==> src/risp_pkg.sv <==
// Shared types, codes and constants for the resource index stream parser.
package risp_pkg;

  localparam int ROW_W     = 20;
  localparam int CFG_W     = 20;
  localparam int CFG_IDX_W = 2;
  localparam int SUB_W     = 6;
  localparam int RES_DEPTH = 8;
  localparam int RES_PTR_W = 3;
  localparam int RES_CNT_W = 4;

  // Configuration register indexes
  localparam logic [CFG_IDX_W-1:0] CFG_ROWS_LOADED  = 2'd0;
  localparam logic [CFG_IDX_W-1:0] CFG_ARCHIVE_BASE = 2'd1;

  // Header layout
  localparam logic [31:0]      MAGIC_WORD    = 32'h0553_4552;
  localparam logic [SUB_W-1:0] HDR_MAGIC_END = 6'd4;
  localparam logic [SUB_W-1:0] HDR_DECL_END  = 6'd8;
  localparam logic [SUB_W-1:0] HDR_COUNT_POS = 6'd32;
  localparam logic [SUB_W-1:0] HDR_LEN       = 6'd36;

  // Row layout
  localparam logic [SUB_W-1:0] WORD_BYTES     = 6'd4;
  localparam logic [SUB_W-1:0] TRL_OFF_END    = 6'd8;
  localparam logic [SUB_W-1:0] TRL_SIZE_END   = 6'd12;
  localparam logic [SUB_W-1:0] TRL_STORED_END = 6'd16;
  localparam logic [SUB_W-1:0] TRL_FLAG_POS   = 6'd20;

  localparam logic [31:0] LEN_BIAS = 32'h20;
  localparam logic [7:0]  CHAR_LO  = 8'h20;
  localparam logic [7:0]  CHAR_HI  = 8'h7e;
  localparam logic [1:0]  FIELD_COUNT = 2'd3;

  typedef enum logic [2:0] {
    KIND_CHAR      = 3'd0,
    KIND_FIELD_END = 3'd1,
    KIND_ROW       = 3'd2,
    KIND_ACCEPT    = 3'd3,
    KIND_REJECT    = 3'd4
  } kind_t;

  typedef enum logic [2:0] {
    REJ_MAGIC      = 3'd0,
    REJ_ROW_LIMIT  = 3'd1,
    REJ_FIELD_LONG = 3'd2,
    REJ_BAD_CHAR   = 3'd3,
    REJ_EMPTY_TYPE = 3'd4,
    REJ_FLAG       = 3'd5,
    REJ_TRUNCATED  = 3'd6,
    REJ_LENGTH     = 3'd7
  } rej_t;

  typedef enum logic [2:0] {
    PH_HEADER  = 3'd0,
    PH_ORDINAL = 3'd1,
    PH_LEN     = 3'd2,
    PH_CHARS   = 3'd3,
    PH_TRAILER = 3'd4,
    PH_DONE    = 3'd5
  } phase_t;

  typedef struct packed {
    kind_t            kind;
    logic [1:0]       field_id;
    logic [6:0]       char_value;
    logic [ROW_W-1:0] row_number;
    logic [63:0]      row_offset;
    logic [31:0]      row_size;
    logic [31:0]      row_stored_size;
    logic [1:0]       row_archive;
    rej_t             reject_code;
    logic             final_res;
  } res_t;

  // Up to two results come out of one byte
  typedef struct packed {
    logic v0;
    logic v1;
    res_t res0;
    res_t res1;
  } res_push_t;

  function automatic logic [7:0] magic_byte(input logic [1:0] idx);
    logic [7:0] b;
    case (idx)
      2'd0:    b = MAGIC_WORD[31:24];
      2'd1:    b = MAGIC_WORD[23:16];
      2'd2:    b = MAGIC_WORD[15:8];
      default: b = MAGIC_WORD[7:0];
    endcase
    return b;
  endfunction

  function automatic res_t res_text(input kind_t k, input logic [1:0] fid,
                                    input logic [6:0] ch, input logic [ROW_W-1:0] row);
    res_t r;
    r            = '0;
    r.kind       = k;
    r.field_id   = fid;
    r.char_value = ch;
    r.row_number = row;
    return r;
  endfunction

  function automatic res_t res_end(input kind_t k, input rej_t code, input logic fin);
    res_t r;
    r             = '0;
    r.kind        = k;
    r.reject_code = (k == KIND_REJECT) ? code : REJ_MAGIC;
    r.final_res   = fin;
    return r;
  endfunction

endpackage

==> src/risp_parser.sv <==
// Byte input register and the single-pass parse step that updates state and forms results.
module risp_parser
  import risp_pkg::*;
#(
  parameter int FIELD_LIMIT = 4096,
  parameter int ROW_LIMIT   = 1000000,
  parameter int FILE_LIMIT  = 67108864
) (
  input  logic             clk,
  input  logic             rst_n,
  input  logic             in_take,
  input  logic [7:0]       in_byte,
  input  logic             in_eof,
  input  logic [ROW_W-1:0] rows_loaded,
  input  logic [1:0]       archive_base,
  output logic             stg_busy,
  output res_push_t        push
);

  localparam int SEEN_W = $clog2(FILE_LIMIT + 2);
  localparam int FLEN_W = $clog2(FIELD_LIMIT);
  localparam logic [SEEN_W-1:0] FILE_LIM  = SEEN_W'(FILE_LIMIT);
  localparam logic [ROW_W-1:0]  ROW_LIM   = ROW_W'(ROW_LIMIT);
  localparam logic [31:0]       FIELD_LIM = 32'(FIELD_LIMIT);

  // byte register
  logic       stg_v_r;
  logic [7:0] stg_byte_r;
  logic       stg_eof_r;

  // parse state
  phase_t            phase_r, phase_nxt;
  logic [SUB_W-1:0]  sub_r, sub_nxt;
  logic [SEEN_W-1:0] seen_r, seen_nxt;
  logic [31:0]       decl_r, decl_nxt;
  logic [ROW_W-1:0]  rows_left_r, rows_left_nxt;
  logic [ROW_W-1:0]  cur_row_r, cur_row_nxt;
  logic [FLEN_W-1:0] left_r, left_nxt;
  logic [1:0]        fsel_r, fsel_nxt;
  logic [63:0]       asm_r, asm_nxt;
  logic [31:0]       size_r, size_nxt;
  logic [31:0]       stored_r, stored_nxt;
  logic              failed_r, failed_nxt;

  logic [ROW_W-1:0]  room;
  logic              fail;
  rej_t              fail_code;
  logic              do_next;
  logic              clear;
  logic              mv0, mv1;
  res_t              m0, m1;
  res_t              fin_res;
  logic [31:0]       word;
  logic [6:0]        ch;

  assign room     = (rows_loaded >= ROW_LIM) ? '0 : ROW_LIM - rows_loaded;
  assign stg_busy = stg_v_r;

  always_ff @(posedge clk) begin
    if (!rst_n) begin
      stg_v_r <= 1'b0;
    end else begin
      stg_v_r <= in_take;
    end
  end

  always_ff @(posedge clk) begin
    if (in_take) begin
      stg_byte_r <= in_byte;
      stg_eof_r  <= in_eof;
    end
  end

  always_ff @(posedge clk) begin
    if (!rst_n) begin
      phase_r     <= PH_HEADER;
      sub_r       <= '0;
      seen_r      <= '0;
      decl_r      <= '0;
      rows_left_r <= '0;
      cur_row_r   <= '0;
      left_r      <= '0;
      fsel_r      <= '0;
      asm_r       <= '0;
      size_r      <= '0;
      stored_r    <= '0;
      failed_r    <= 1'b0;
    end else begin
      phase_r     <= phase_nxt;
      sub_r       <= sub_nxt;
      seen_r      <= seen_nxt;
      decl_r      <= decl_nxt;
      rows_left_r <= rows_left_nxt;
      cur_row_r   <= cur_row_nxt;
      left_r      <= left_nxt;
      fsel_r      <= fsel_nxt;
      asm_r       <= asm_nxt;
      size_r      <= size_nxt;
      stored_r    <= stored_nxt;
      failed_r    <= failed_nxt;
    end
  end

  always_comb begin
    phase_nxt     = phase_r;
    sub_nxt       = sub_r;
    seen_nxt      = seen_r;
    decl_nxt      = decl_r;
    rows_left_nxt = rows_left_r;
    cur_row_nxt   = cur_row_r;
    left_nxt      = left_r;
    fsel_nxt      = fsel_r;
    asm_nxt       = asm_r;
    size_nxt      = size_r;
    stored_nxt    = stored_r;
    failed_nxt    = failed_r;
    fail          = 1'b0;
    fail_code     = REJ_MAGIC;
    do_next       = 1'b0;
    clear         = 1'b0;
    mv0           = 1'b0;
    mv1           = 1'b0;
    m0            = '0;
    m1            = '0;
    fin_res       = '0;
    word          = '0;
    ch            = stg_byte_r[6:0];
    push          = '0;

    if (stg_v_r) begin
      if (failed_r) begin
        // skip to the end of the file
        clear = stg_eof_r;
      end else begin
        if (seen_r <= FILE_LIM) begin
          seen_nxt = seen_r + SEEN_W'(1);
        end
        if (seen_nxt > FILE_LIM) begin
          fail      = 1'b1;
          fail_code = REJ_LENGTH;
        end else begin
          case (phase_r)
            PH_HEADER: begin
              if (sub_r < HDR_MAGIC_END) begin
                if (stg_byte_r != magic_byte(sub_r[1:0])) begin
                  fail      = 1'b1;
                  fail_code = REJ_MAGIC;
                end
              end else if (sub_r < HDR_DECL_END) begin
                decl_nxt = {decl_r[23:0], stg_byte_r};
              end else if (sub_r >= HDR_COUNT_POS) begin
                asm_nxt = {32'h0, asm_r[23:0], stg_byte_r};
              end
              if (!fail) begin
                sub_nxt = sub_r + SUB_W'(1);
                if (sub_nxt == HDR_LEN) begin
                  word = asm_nxt[31:0];
                  if (word > {12'h0, room}) begin
                    fail      = 1'b1;
                    fail_code = REJ_ROW_LIMIT;
                  end else begin
                    rows_left_nxt = word[ROW_W-1:0];
                    cur_row_nxt   = '0;
                    sub_nxt       = '0;
                    asm_nxt       = '0;
                    phase_nxt     = (word[ROW_W-1:0] != '0) ? PH_ORDINAL : PH_DONE;
                  end
                end
              end
            end
            PH_ORDINAL: begin
              sub_nxt = sub_r + SUB_W'(1);
              if (sub_nxt >= WORD_BYTES) begin
                phase_nxt = PH_LEN;
                sub_nxt   = '0;
                asm_nxt   = '0;
                fsel_nxt  = '0;
              end
            end
            PH_LEN: begin
              word = asm_r[31:0];
              case (sub_r[1:0])
                2'd0:    word[7:0]   = stg_byte_r;
                2'd1:    word[15:8]  = stg_byte_r;
                2'd2:    word[23:16] = stg_byte_r;
                default: word[31:24] = stg_byte_r;
              endcase
              asm_nxt = {32'h0, word};
              sub_nxt = sub_r + SUB_W'(1);
              if (sub_nxt >= WORD_BYTES) begin
                if (word >= FIELD_LIM) begin
                  fail      = 1'b1;
                  fail_code = REJ_FIELD_LONG;
                end else if (fsel_r == 2'd0 && word == '0) begin
                  fail      = 1'b1;
                  fail_code = REJ_EMPTY_TYPE;
                end else begin
                  left_nxt = word[FLEN_W-1:0];
                  if (word == '0) begin
                    do_next = 1'b1;
                  end else begin
                    phase_nxt = PH_CHARS;
                  end
                end
              end
            end
            PH_CHARS: begin
              if (stg_byte_r < CHAR_LO || stg_byte_r > CHAR_HI) begin
                fail      = 1'b1;
                fail_code = REJ_BAD_CHAR;
              end else begin
                if (stg_byte_r inside {[8'h41:8'h5a]}) begin
                  ch = stg_byte_r[6:0] + 7'h20;
                end else if (stg_byte_r == 8'h5c) begin
                  ch = 7'h2f;
                end
                m0  = res_text(KIND_CHAR, fsel_r, ch, cur_row_r);
                mv0 = 1'b1;
                if (left_r != '0) begin
                  left_nxt = left_r - FLEN_W'(1);
                end
                do_next = (left_nxt == '0);
              end
            end
            PH_TRAILER: begin
              if (sub_r < TRL_OFF_END) begin
                asm_nxt = {asm_r[55:0], stg_byte_r};
              end else if (sub_r < TRL_SIZE_END) begin
                size_nxt = {size_r[23:0], stg_byte_r};
              end else if (sub_r < TRL_STORED_END) begin
                stored_nxt = {stored_r[23:0], stg_byte_r};
              end
              sub_nxt = sub_r + SUB_W'(1);
              if (sub_r >= TRL_FLAG_POS) begin
                if (stg_byte_r > 8'd1) begin
                  fail      = 1'b1;
                  fail_code = REJ_FLAG;
                end else begin
                  m0                 = res_text(KIND_ROW, 2'd0, 7'd0, cur_row_r);
                  m0.row_offset      = asm_r;
                  m0.row_size        = size_r;
                  m0.row_stored_size = stored_r;
                  m0.row_archive     = archive_base + {1'b0, stg_byte_r[0]};
                  mv0                = 1'b1;
                  if (rows_left_r != '0) begin
                    rows_left_nxt = rows_left_r - ROW_W'(1);
                  end
                  cur_row_nxt = cur_row_r + ROW_W'(1);
                  fsel_nxt    = '0;
                  sub_nxt     = '0;
                  asm_nxt     = '0;
                  phase_nxt   = (rows_left_nxt != '0) ? PH_ORDINAL : PH_DONE;
                end
              end
            end
            default: begin
              // bytes past the last row
              fail      = 1'b1;
              fail_code = REJ_LENGTH;
            end
          endcase
        end

        // close the current text field
        if (do_next && !fail) begin
          if (mv0) begin
            m1  = res_text(KIND_FIELD_END, fsel_r, 7'd0, cur_row_r);
            mv1 = 1'b1;
          end else begin
            m0  = res_text(KIND_FIELD_END, fsel_r, 7'd0, cur_row_r);
            mv0 = 1'b1;
          end
          fsel_nxt = fsel_r + 2'd1;
          sub_nxt  = '0;
          asm_nxt  = '0;
          if (fsel_nxt >= FIELD_COUNT) begin
            phase_nxt  = PH_TRAILER;
            size_nxt   = '0;
            stored_nxt = '0;
          end else begin
            phase_nxt = PH_LEN;
          end
        end

        if (fail) begin
          failed_nxt = 1'b1;
          push.v0    = 1'b1;
          push.res0  = res_end(KIND_REJECT, fail_code, stg_eof_r);
        end else if (stg_eof_r) begin
          if (phase_nxt == PH_DONE) begin
            if (({{(32-SEEN_W){1'b0}}, seen_nxt} - LEN_BIAS) == decl_nxt) begin
              fin_res = res_end(KIND_ACCEPT, REJ_MAGIC, 1'b1);
            end else begin
              fin_res = res_end(KIND_REJECT, REJ_LENGTH, 1'b1);
            end
            if (mv0) begin
              push.v0   = 1'b1;
              push.res0 = m0;
              push.v1   = 1'b1;
              push.res1 = fin_res;
            end else begin
              push.v0   = 1'b1;
              push.res0 = fin_res;
            end
          end else begin
            // file ended mid-row: everything else from this byte is dropped
            push.v0   = 1'b1;
            push.res0 = res_end(KIND_REJECT, REJ_TRUNCATED, 1'b1);
          end
        end else begin
          push.v0   = mv0;
          push.res0 = m0;
          push.v1   = mv1;
          push.res1 = m1;
        end
        clear = stg_eof_r;
      end
    end

    if (clear) begin
      phase_nxt     = PH_HEADER;
      sub_nxt       = '0;
      seen_nxt      = '0;
      decl_nxt      = '0;
      rows_left_nxt = '0;
      cur_row_nxt   = '0;
      left_nxt      = '0;
      fsel_nxt      = '0;
      asm_nxt       = '0;
      size_nxt      = '0;
      stored_nxt    = '0;
      failed_nxt    = 1'b0;
    end
  end

endmodule

==> src/risp_res_fifo.sv <==
// Result queue: takes up to two items a cycle, hands out one.
module risp_res_fifo
  import risp_pkg::*;
(
  input  logic                 clk,
  input  logic                 rst_n,
  input  res_push_t            push,
  input  logic                 pop,
  output res_t                 head,
  output logic                 head_valid,
  output logic [RES_CNT_W-1:0] count
);

  res_t                 slot_r [RES_DEPTH];
  logic [RES_PTR_W-1:0] wr_ptr_r;
  logic [RES_PTR_W-1:0] rd_ptr_r;
  logic [RES_CNT_W-1:0] cnt_r;
  logic [RES_PTR_W-1:0] wr_ptr_p1;
  logic                 do_pop;

  assign wr_ptr_p1  = wr_ptr_r + RES_PTR_W'(1);
  assign head_valid = (cnt_r != '0);
  assign head       = slot_r[rd_ptr_r];
  assign count      = cnt_r;
  assign do_pop     = pop && head_valid;

  always_ff @(posedge clk) begin
    if (push.v0) begin
      slot_r[wr_ptr_r] <= push.res0;
    end
    if (push.v0 && push.v1) begin
      slot_r[wr_ptr_p1] <= push.res1;
    end
  end

  always_ff @(posedge clk) begin
    if (!rst_n) begin
      wr_ptr_r <= '0;
      rd_ptr_r <= '0;
      cnt_r    <= '0;
    end else begin
      wr_ptr_r <= wr_ptr_r + RES_PTR_W'(push.v0) + RES_PTR_W'(push.v0 && push.v1);
      rd_ptr_r <= rd_ptr_r + RES_PTR_W'(do_pop);
      cnt_r    <= cnt_r + RES_CNT_W'(push.v0) + RES_CNT_W'(push.v0 && push.v1)
                  - RES_CNT_W'(do_pop);
    end
  end

endmodule

==> src/resource_index_stream_parser.sv <==
// Top level of the resource index stream parser: ports, config registers, flow control.
//
//   channel  direction  handshake            payload
//   in_      input      in_valid/in_ready    in_byte_value[7:0], in_end_of_file
//   out_     output     out_valid/out_ready  kind, field_id, char_value, row_number,
//                                            row_offset, row_size, row_stored_size,
//                                            row_archive, reject_code, final_res
//   cfg_     input      cfg_valid/cfg_ready  cfg_index[1:0], cfg_data[19:0]
//
// One byte per cycle while in_ready is high: a byte is registered, parsed in the following cycle
// and its results (zero, one or two) land in an 8-entry result queue.
// A byte's first result reaches out_ through the byte register and then the result queue.
// A byte that yields two results (char plus field end, row plus final) takes two
// output transfers; the queue absorbs this and in_ready drops only when
// fewer than two slots would be left for the byte in flight and the next one.
// Reset (synchronous, active low) returns the parser to the header and clears the
// config registers; the end-of-file byte rearms the parser without touching config.
module resource_index_stream_parser
  import risp_pkg::*;
#(
  parameter int FIELD_LIMIT = 4096,
  parameter int ROW_LIMIT   = 1000000,
  parameter int FILE_LIMIT  = 67108864
) (
  input  logic                 clk,
  input  logic                 rst_n,
  // byte stream
  input  logic                 in_valid,
  output logic                 in_ready,
  input  logic [7:0]           in_byte_value,
  input  logic                 in_end_of_file,
  // results
  output logic                 out_valid,
  input  logic                 out_ready,
  output logic [2:0]           out_kind,
  output logic [1:0]           out_field_id,
  output logic [6:0]           out_char_value,
  output logic [ROW_W-1:0]     out_row_number,
  output logic [63:0]          out_row_offset,
  output logic [31:0]          out_row_size,
  output logic [31:0]          out_row_stored_size,
  output logic [1:0]           out_row_archive,
  output logic [2:0]           out_reject_code,
  output logic                 out_final_res,
  // configuration writes
  input  logic                 cfg_valid,
  output logic                 cfg_ready,
  input  logic [CFG_IDX_W-1:0] cfg_index,
  input  logic [CFG_W-1:0]     cfg_data
);

  logic [ROW_W-1:0]     rows_loaded_r;
  logic [1:0]           archive_base_r;
  logic                 in_take;
  logic                 stg_busy;
  res_push_t            push;
  res_t                 head;
  logic [RES_CNT_W-1:0] q_count;
  logic [RES_CNT_W:0]   q_need;

  // config writes are always taken; unknown indexes are dropped
  assign cfg_ready = 1'b1;

  always_ff @(posedge clk) begin
    if (!rst_n) begin
      rows_loaded_r  <= '0;
      archive_base_r <= '0;
    end else if (cfg_valid) begin
      case (cfg_index)
        CFG_ROWS_LOADED:  rows_loaded_r  <= cfg_data[ROW_W-1:0];
        CFG_ARCHIVE_BASE: archive_base_r <= cfg_data[1:0];
        default: ;
      endcase
    end
  end

  // worst case: the byte in the register adds two items, the next byte two more
  assign q_need   = {1'b0, q_count} + (stg_busy ? (RES_CNT_W+1)'(2) : '0);
  assign in_ready = (q_need <= (RES_CNT_W+1)'(RES_DEPTH - 2));
  assign in_take  = in_valid && in_ready;

  risp_parser #(
    .FIELD_LIMIT (FIELD_LIMIT),
    .ROW_LIMIT   (ROW_LIMIT),
    .FILE_LIMIT  (FILE_LIMIT)
  ) u_parser (
    .clk          (clk),
    .rst_n        (rst_n),
    .in_take      (in_take),
    .in_byte      (in_byte_value),
    .in_eof       (in_end_of_file),
    .rows_loaded  (rows_loaded_r),
    .archive_base (archive_base_r),
    .stg_busy     (stg_busy),
    .push         (push)
  );

  risp_res_fifo u_res_fifo (
    .clk        (clk),
    .rst_n      (rst_n),
    .push       (push),
    .pop        (out_ready),
    .head       (head),
    .head_valid (out_valid),
    .count      (q_count)
  );

  assign out_kind            = head.kind;
  assign out_field_id        = head.field_id;
  assign out_char_value      = head.char_value;
  assign out_row_number      = head.row_number;
  assign out_row_offset      = head.row_offset;
  assign out_row_size        = head.row_size;
  assign out_row_stored_size = head.row_stored_size;
  assign out_row_archive     = head.row_archive;
  assign out_reject_code     = head.reject_code;
  assign out_final_res       = head.final_res;

endmodule
==> config.mk <==
export PLATFORM = sky130hd
export DESIGN_NAME = resource_index_stream_parser
export DESIGN_NICKNAME = d
export VERILOG_FILES = /design/src/risp_pkg.sv /design/src/risp_parser.sv /design/src/risp_res_fifo.sv /design/src/resource_index_stream_parser.sv
export SDC_FILE = /design/constraint.sdc
export NUM_CORES = 2
export LEC_CHECK = 0
export CAP_MARGIN = 15
export CORE_MARGIN = 10
export CORE_UTILIZATION = 55
export DETAILED_ROUTE_END_ITERATION = 16
export DONT_BUFFER_PORTS = 1
export GPL_TIMING_DRIVEN = 0
export MAX_ROUTING_LAYER = met4
export PLACE_DENSITY = 0.69
export SYNTH_ARGS = -nofsm -noshare
export SYNTH_HDL_FRONTEND = slang
export SYNTH_SLANG_ARGS = --single-unit
==> constraint.sdc <==
create_clock -name clk -period 10.35 [get_ports clk]
set_input_delay 1.035 -clock clk [delete_from_list [all_inputs] [get_ports clk]]
set_output_delay 1.035 -clock clk [all_outputs]
set_load 0.05 [all_outputs]
### Yosys cells after proc, flatten, opt, wreduce, memory -nomap -nowiden

Memory sizes are Yosys's and may differ from the RTL's. A register that Yosys moved wholly into a read port is not among the register bits.
Index checks and enable logic that the tools add are counted.

| word-level totals | value |
|---|---|
| output and inout port bits | 169 |
| memories | 1 |
| bits in registers | 293 |
| input port bits | 36 |
| word-level logic and storage cells | 334 |
| RAM bits | 1328 |

Memories:

| memory | depth | width | read ports | clocked after memory_dff | write ports | line | text |
|---|---|---|---|---|---|---|---|
| u_res_fifo.slot_r | 8 | 166 | 1 | 1 | 2 | risp_res_fifo.sv:14 | `res_t slot_r [RES_DEPTH];` |

| operators by class | value |
|---|---|
| reduce and logical (&&, ||, !) cells | 33 |
| $add $sub $neg | 18 |
| $lt $le $gt $ge | 19 |
| equality and inequality tests | 26 |
| bitwise gates (word level) | 3 |
| multiplexer cells | 214 |

Operator list:

| cell | count |
|---|---|
| 166-bit two-way mux | 12 |
| 64-bit two-way mux | 16 |
| 334-bit two-way mux | 3 |
| 32-bit two-way mux | 19 |
| 20-bit two-way mux | 18 |
| 166-bit case mux with 2 select lines | 1 |
| 64-bit case mux with 4 select lines | 1 |
| 8-bit two-way mux | 25 |
| 165-bit two-way mux | 1 |
| 164-bit two-way mux | 1 |
| 163-bit two-way mux | 1 |
| 12-bit two-way mux | 10 |
| 27-bit two-way mux | 3 |
| 20-bit case mux with 2 select lines | 2 |
| 3-bit two-way mux | 26 |
| 20-bit nonzero test | 3 |
| 1-bit two-way mux | 49 |
| 6-bit two-way mux | 8 |
| 32-bit equality test | 1 |
| 32-bit by 13-bit >= comparator with 1-bit output (second input constant) | 1 |
| 32-bit by 20-bit greater-than comparator with 1-bit output | 1 |
| 32-bit logical NOT | 1 |
| 27-bit by 6-bit subtractor with 28-bit output (second input constant) | 1 |
| 27-bit by 1-bit adder with 27-bit output (second input constant) | 1 |
| 70 further kinds | 108 |

### Depth between registers and ports, before layout

| logic depth | value |
|---|---|
| word-level depth | 34 |
| gate-level depth with buffers | 35 |

### Cells and area by module

From an unflattened synthesis, not the netlist that was laid out.

| unflattened totals | value |
|---|---|
| cells, all modules | 6148 |
| area, all modules | 87412.6 µm² |

Modules (own cells, without submodules):

| module | cells an instance | instances | seq. area each (µm²) | area each (µm²) |
|---|---|---|---|---|
| risp_res_fifo | 3469 | 1 | 40078.4 | 67208.2 |
| risp_parser | 2568 | 1 | 5315.1 | 19303.5 |
| resource_index_stream_parser | 111 | 1 | 440.4 | 900.9 |

### Worst setup path before layout

No wires, ideal clock.

| path | value |
|---|---|
| path kind | register to register |
| from | reg rows_loaded_r[0] |
| to | reg u_res_fifo.cnt_r[1], in the netlist u_res_fifo.count[1] |
| data required time | 10.235 ns |
| cell stages (with the launch flop) | 34 |
| arrival time | 6.657 ns |
| setup slack | 3.578 ns |
| path buffers | 3 |
| clock period less this slack | 6.772 ns |
| cell sequence | dfxtp_1 inv_1 ha_1 nand2_1 or3_1 a21o_1 or2_2 nand2_1 nand2_1 a21oi_1 o21ai_0 nand3_1 clkbuf_1 nand2_1 ha_1 a21o_1 a21o_1 a21oi_1 o2111a_1 a21oi_1 nor3_1 a21oi_1 o21ai_0 a21oi_1 o31ai_2 and2b_1 buf_2 buf_2 nand3_1 ha_1 fa_1 inv_1 fa_1 and2_1 |

| between the ends | value |
|---|---|
| cells in the longest elaborated chain, start to end | 24 |
| elaborated cells on any way between the ends | 37 |

Ends and longest elaborated chain:

| what | line | text |
|---|---|---|
| start: declaration | resource_index_stream_parser.sv:52 | `logic [ROW_W-1:0] rows_loaded_r;` |
| start signal: assignment | resource_index_stream_parser.sv:70 | `CFG_ROWS_LOADED: rows_loaded_r <= cfg_data[ROW_W-1:0];` |
| 20-bit subtractor or 20-bit >= comparator (tied branches) | risp_parser.sv:56 | `assign room = (rows_loaded >= ROW_LIM) ? '0 : ROW_LIM - rows_loaded;` |
| 20-bit two-way mux (*) | risp_parser.sv:56 |  |
| 32-bit by 20-bit greater-than comparator with 1-bit output (*) | risp_parser.sv:158 | `if (word > {12'h0, room}) begin` |
| 1-bit two-way mux | risp_parser.sv:158 |  |
| 1-bit two-way mux | risp_parser.sv:156 | `if (sub_nxt == HDR_LEN) begin` |
| 1-bit two-way mux | risp_parser.sv:154 | `if (!fail) begin` |
| 1-bit case mux with 5 select lines | risp_parser.sv:142 | `case (phase_r)` |
| 1-bit two-way mux | risp_parser.sv:138 | `if (seen_nxt > FILE_LIM) begin` |
| [... 8 more ...] | -- |  |
| 1-bit two-way mux | risp_parser.sv:290 | `if (phase_nxt == PH_DONE) begin` |
| 334-bit two-way mux | risp_parser.sv:289 | `end else if (stg_eof_r) begin` |
| 1-bit two-way mux | risp_parser.sv:285 | `if (fail) begin` |
| 334-bit two-way mux (*) | risp_parser.sv:131 | `if (failed_r) begin` |
| 334-bit two-way mux (*) | risp_parser.sv:130 | `if (stg_v_r) begin` |
| branches (longest 1 deep; another with 4-bit by 1-bit adder with 4-bit output) | -- |  |
| 4-bit by 1-bit adder with 4-bit output (*) | risp_res_fifo.sv:44 | `cnt_r <= cnt_r + RES_CNT_W'(push.v0) + RES_CNT_W'(push.v0 && push.v1)` |
| 4-bit by 1-bit subtractor with 4-bit output (*) | risp_res_fifo.sv:45 | `- RES_CNT_W'(do_pop);` |
| end signal: assignment | risp_res_fifo.sv:44 |  |
| end: declaration | risp_res_fifo.sv:17 | `logic [RES_CNT_W-1:0] cnt_r;` |

Every way passes the cells marked *. The select of a mux whose other input is x is not followed.
A chain may end at the register's enable or synchronous reset.

### Worst setup path in the final report

| path | value |
|---|---|
| from | reg u_parser.sub_r[5] |
| to | reg u_res_fifo.cnt_r[1], in the netlist u_res_fifo.count[1] |

| between the ends | value |
|---|---|
| cells in the longest elaborated chain, start to end | 30 |
| elaborated cells on any way between the ends | 71 |

Ends and longest elaborated chain:

| what | line | text |
|---|---|---|
| start: declaration | risp_parser.sv:33 | `logic [SUB_W-1:0] sub_r, sub_nxt;` |
| start signal: assignment | risp_parser.sv:90 | `sub_r <= sub_nxt;` |
| 6-bit >= comparator | risp_parser.sv:151 | `end else if (sub_r >= HDR_COUNT_POS) begin` |
| 64-bit two-way mux | risp_parser.sv:151 |  |
| 64-bit two-way mux | risp_parser.sv:149 | `end else if (sub_r < HDR_DECL_END) begin` |
| 64-bit two-way mux | risp_parser.sv:144 | `if (sub_r < HDR_MAGIC_END) begin` |
| 64-bit two-way mux | risp_parser.sv:142 |  |
| 64-bit two-way mux | risp_parser.sv:138 |  |
| 64-bit two-way mux | risp_parser.sv:131 |  |
| 64-bit two-way mux | risp_parser.sv:130 |  |
| [... 14 more ...] | -- |  |
| 1-bit two-way mux | risp_parser.sv:290 |  |
| 334-bit two-way mux | risp_parser.sv:289 |  |
| 1-bit two-way mux | risp_parser.sv:285 |  |
| 334-bit two-way mux (*) | risp_parser.sv:131 |  |
| 334-bit two-way mux (*) | risp_parser.sv:130 |  |
| branches (longest 1 deep; another with 4-bit by 1-bit adder with 4-bit output) | -- |  |
| 4-bit by 1-bit adder with 4-bit output (*) | risp_res_fifo.sv:44 |  |
| 4-bit by 1-bit subtractor with 4-bit output (*) | risp_res_fifo.sv:45 |  |

Marks and branches as above.

==> results.py <==
metrics = {
    "timing": {
        "finalCritPeriodShare": 0.833,
        "finalCriticalPeriod_ns": 8.62,
        "hold_violations": 0,
        "final.setup.tns_ns": 0,
        "drv_slew": 0,
        "worst_hold_slack_ns": 0.293,
        "setup_violations": 0,
        "slew_headroom": 0.152,
        "fmaxAchievable_ghz": 0.116,
        "finalClockSkew_ns": 0.0439,
        "worstMarginPinSlew_ns": 1.27,
        "setup_ws_ns": 1.73,
        "rsz0062_at_grt": "no",
    },
    "clocking": {
        "htree_num_levels": 4,
        "cts-buffers-inserted": 167,
        "clkLatencyLatePin_ns": 0.84,
        "clk_pin_slew_ns": 0.06,
        "cts_max_path_buffers": 3,
        "cts.sinks": 1621,
        "cts_setup_buffers": 0,
        "root_buffer": "clkbuf_16",
        "cts-hold-fix-buffers": 0,
        "cts_tree": "yes",
        "cts_resized": 0,
    },
    "synth": {
        "synth_top_cell_by_area": "dfxtp_1",
        "async_flop_share": 0,
        "yosys.area_share.simple": 0.0878,
        "synthCells": 6158,
        "ys_seq_area_frac": 0.494,
        "synth_cell_types": 109,
        "syn_area_um2": 70600,
        "synth_nets": 6245,
        "synth.top_cell.area_share": 0.392,
        "synth_area_leaders": "dfxtp_1 (39%), a22o_1 (13%), mux4_2 (11%), edfxtp_1 (10%), mux2_2 (2.9%)",
        "synth_fa_ha_area_frac": 0.00936,
        "synth_edf_count": 241,
        "ys_warn_count": 0,
        "synth_top_family_by_area": "compound AO/OA/AOI/OAI gates",
        "synth-compound-area-share": 0.199,
        "synth-xor-area-share": 0.0141,
        "synth-main-ff-cell": "dfxtp_1",
        "muxShareOfSynthArea": 0.150,
        "synth.avg_cell_area_um2": 11.5,
        "ys_ff_latch": 1621,
    },
    "global_routing": {
        "grt_pass1_wl_mm": 345,
        "antenna_found_initial": 17,
        "globalRouteOverflowTotal": 0,
        "grt_max_degree": 30,
        "grt_pass1_vias": 52100,
        "track_usage": 0.327,
    },
    "floorplan": {
        "core_um2": 128000,
        "ioPinCount": 205,
        "fp.dieArea_um2": 143000,
        "start_util": 0.553,
        "die_w_um": 378,
        "die_y_um": 378,
        "row_count": 131,
    },
    "routing": {
        "drt_pass1_iterations": 6,
        "ant_nets": 0,
        "drc_errors": 0,
        "wl_per_cell_um": 28.6,
        "vias": 54200,
        "routed_via_density": 6.65,
        "wirelength_mm": 234,
        "drt_first_iter_violations": 6181,
    },
    "critical_path": {
        "worstPathArrival_ns": 9.33,
        "crit_type": "reg2reg",
        "worstPathRequired_ns": 11.06,
        "path_max_fanout": 10,
        "r2r_cells": 25,
        "timing.rr.end": "u_res_fifo.count[1]",
        "worst_setup_path_start_kind": "flop",
        "rr_startpoint": "u_parser.sub_r[5]",
        "endpoint_kind": "flop",
        "r2r_slack_ns": 1.73,
    },
    "pwr": {
        "power_density_nw_per_um2": 189,
        "ir_worst_vdd_mv": 0.199,
        "p_total_mw": 14.9,
        "power_leakage_nw": 28.1,
    },
    "layout": {
        "fin_cells": 8159,
        "syn_to_final_growth_pct": 11.5,
        "drive_gt1_frac": 0.169,
        "nets": 6424,
    },
    "run": {
        "cap_viol_max_count": 0,
    },
    "placed_design": {
        "placed_cells": 7824,
        "dp_hpwl_mm": 162,
        "portBuffers": 0,
        "gp_congestion": 0.996,
        "place_ws_ns": 2.00,
    },
    "worst_hold_path": {
        "hold_path_class": "in2reg",
        "hold_start": "in_byte_value[6]",
        "hold-path-cell-count": 0,
        "min_to": "u_parser.stg_byte_r[6]",
    },
    "status": {
        "status": "completed",
    },
}
-- synthesized netlist by cell type, drive strengths merged, types with 32 or more instances --
cell and number:
ha 48, nand2 265, dfxtp 1380, mux4 332
inv 76, and3 39, xnor2 51, a22o 1069
o21ai 137, or3 35, nor3 72, a22oi 134
nor2b 88, edfxtp 241, nand4 47, o2bb2ai 32
nor4 33, nor2 370, buf 322, a21oi 128
o22ai 54, mux2i 107, xor2 52, and2 100
nand3 92, mux2 181, clkbuf 366
-- registers in the layout (all words and copies together), names as in the netlist, 3 cells and up --
| register | count |
|---|---|
| u_res_fifo.rd_ptr_r | 3 |
| u_parser.left_r | 12 |
| rows_loaded_r | 20 |
| u_parser.asm_r | 64 |
| u_parser.rows_left_r | 20 |
| u_parser.decl_r | 32 |
| u_parser.seen_r | 27 |
| u_res_fifo.count | 4 |
| u_parser.cur_row_r | 20 |
| u_res_fifo.slot_r | 1328 |
| u_parser.stored_r | 32 |
| u_parser.sub_r | 6 |
| u_res_fifo.wr_ptr_r | 3 |
| u_parser.stg_byte_r | 8 |
| u_parser.phase_r | 3 |
| u_parser.size_r | 32 |
-- cell families (layout without fill, tap and decap cells) --
family	count (synthesis)	in the layout
AO/OA/AOI/OAI	1756	1756
AND/OR/NAND/NOR	1237	1237
other	1	21
flip-flops	1621	1621
buffers and inverters	765	1084
XOR/XNOR	107	107
multiplexers	620	620
adder cells (fa/ha/maj)	51	51
-- final cells by class --
cell class                      count  area [µm²]
Inverter                           77         289
Timing Repair Buffer               10         103
Fill cell                       10300       48900
Sequential cell                  1621       34900
Antenna cell                       20        50.0
Clock inverter                     74         980
Multi-Input combinational cell   3772       32500
Clock buffer                      235        4840
Buffer                            688        2960
Tap cell                         1662        2080
-- layout by cell type (no fill, tap or decap), types with 19 or more instances in the layout --
| cell type | n |
|---|---|
| a21oi_1 | 128 |
| clkbuf_2 | 19 |
| xnor2_1 | 51 |
| clkbuf_16 | 172 |
| nor4_1 | 29 |
| a21boi_0 | 28 |
| or4_1 | 19 |
| nor2b_1 | 88 |
| xor2_1 | 52 |
| and3_1 | 39 |
| a22oi_1 | 134 |
| mux2_2 | 181 |
| nand4_1 | 46 |
| mux4_2 | 332 |
| a21o_1 | 19 |
| inv_1 | 67 |
| a22o_1 | 1068 |
| a211oi_1 | 25 |
| edfxtp_1 | 241 |
| o22ai_1 | 46 |
| nor2_1 | 365 |
| o21ai_0 | 129 |
| buf_1 | 108 |
| ha_1 | 48 |
| nand2_1 | 264 |
| buf_2 | 199 |
| clkbuf_8 | 30 |
| or3_1 | 34 |
| nand3_1 | 90 |
| mux2i_1 | 107 |
| nor3_1 | 71 |
| clkinv_2 | 26 |
| clkbuf_1 | 381 |
| diode_2 | 20 |
| and2_1 | 100 |
| dfxtp_1 | 1380 |
| o2bb2ai_1 | 32 |
-- per-layer routing --
metal	wire [µm]	track usage
met5	0	-
met4	10200	0.135
met3	22000	0.0731
met2	105000	0.490
met1	96200	0.429
-- worst max path at each step --
stage,start,cells after the start,end
after floorplan,rows_loaded_r[0],33,u_res_fifo.count[1]
after global placement,u_parser.sub_r[5],22,u_res_fifo.slot_r[5][125]
after detailed placement,u_parser.sub_r[5],26,u_res_fifo.count[1]
after CTS,u_parser.sub_r[5],23,u_res_fifo.slot_r[6][2]
after global routing,rows_loaded_r[0],33,u_res_fifo.count[1]
final,u_parser.sub_r[5],25,u_res_fifo.count[1]
-- critical path, stage by stage, from the launching register on --
cell	delay [ns]
dfxtp_1	0.31
clkbuf_1	0.35
clkbuf_1	0.59
clkbuf_1	0.49
buf_1	0.52
buf_1	0.76
nand2_1	0.15
nand2_1	0.32
ha_1	0.32
a41oi_1	0.17
o2111a_1	0.24
a21oi_1	0.13
nor3_1	0.59
a211oi_1	0.21
o21ai_1	0.33
mux2i_1	0.21
o31ai_2	0.39
and2b_1	0.33
buf_2	0.28
buf_2	0.29
nand3_1	0.15
ha_1	0.33
fa_1	0.39
inv_1	0.10
fa_1	0.40
and2_1	0.16
-- report_power, final --
group / switching (mW) / internal (mW)
Combinational: 1.44 / 0.666
Sequential: 0.0358 / 6.42
Clock: 2.68 / 3.63
Total: 4.16 / 10.7
-- through the flow --
stage	util	area (µm²)
4_1_cts	0.616	78500
5_1_grt	0.617	78600
6_report	0.617	78600
3_3_place_gp	0.570	72600
3_5_place_dp	0.570	72700
2_1_floorplan	-	70600
No activity file was read; power rests on OpenSTA's default activity.
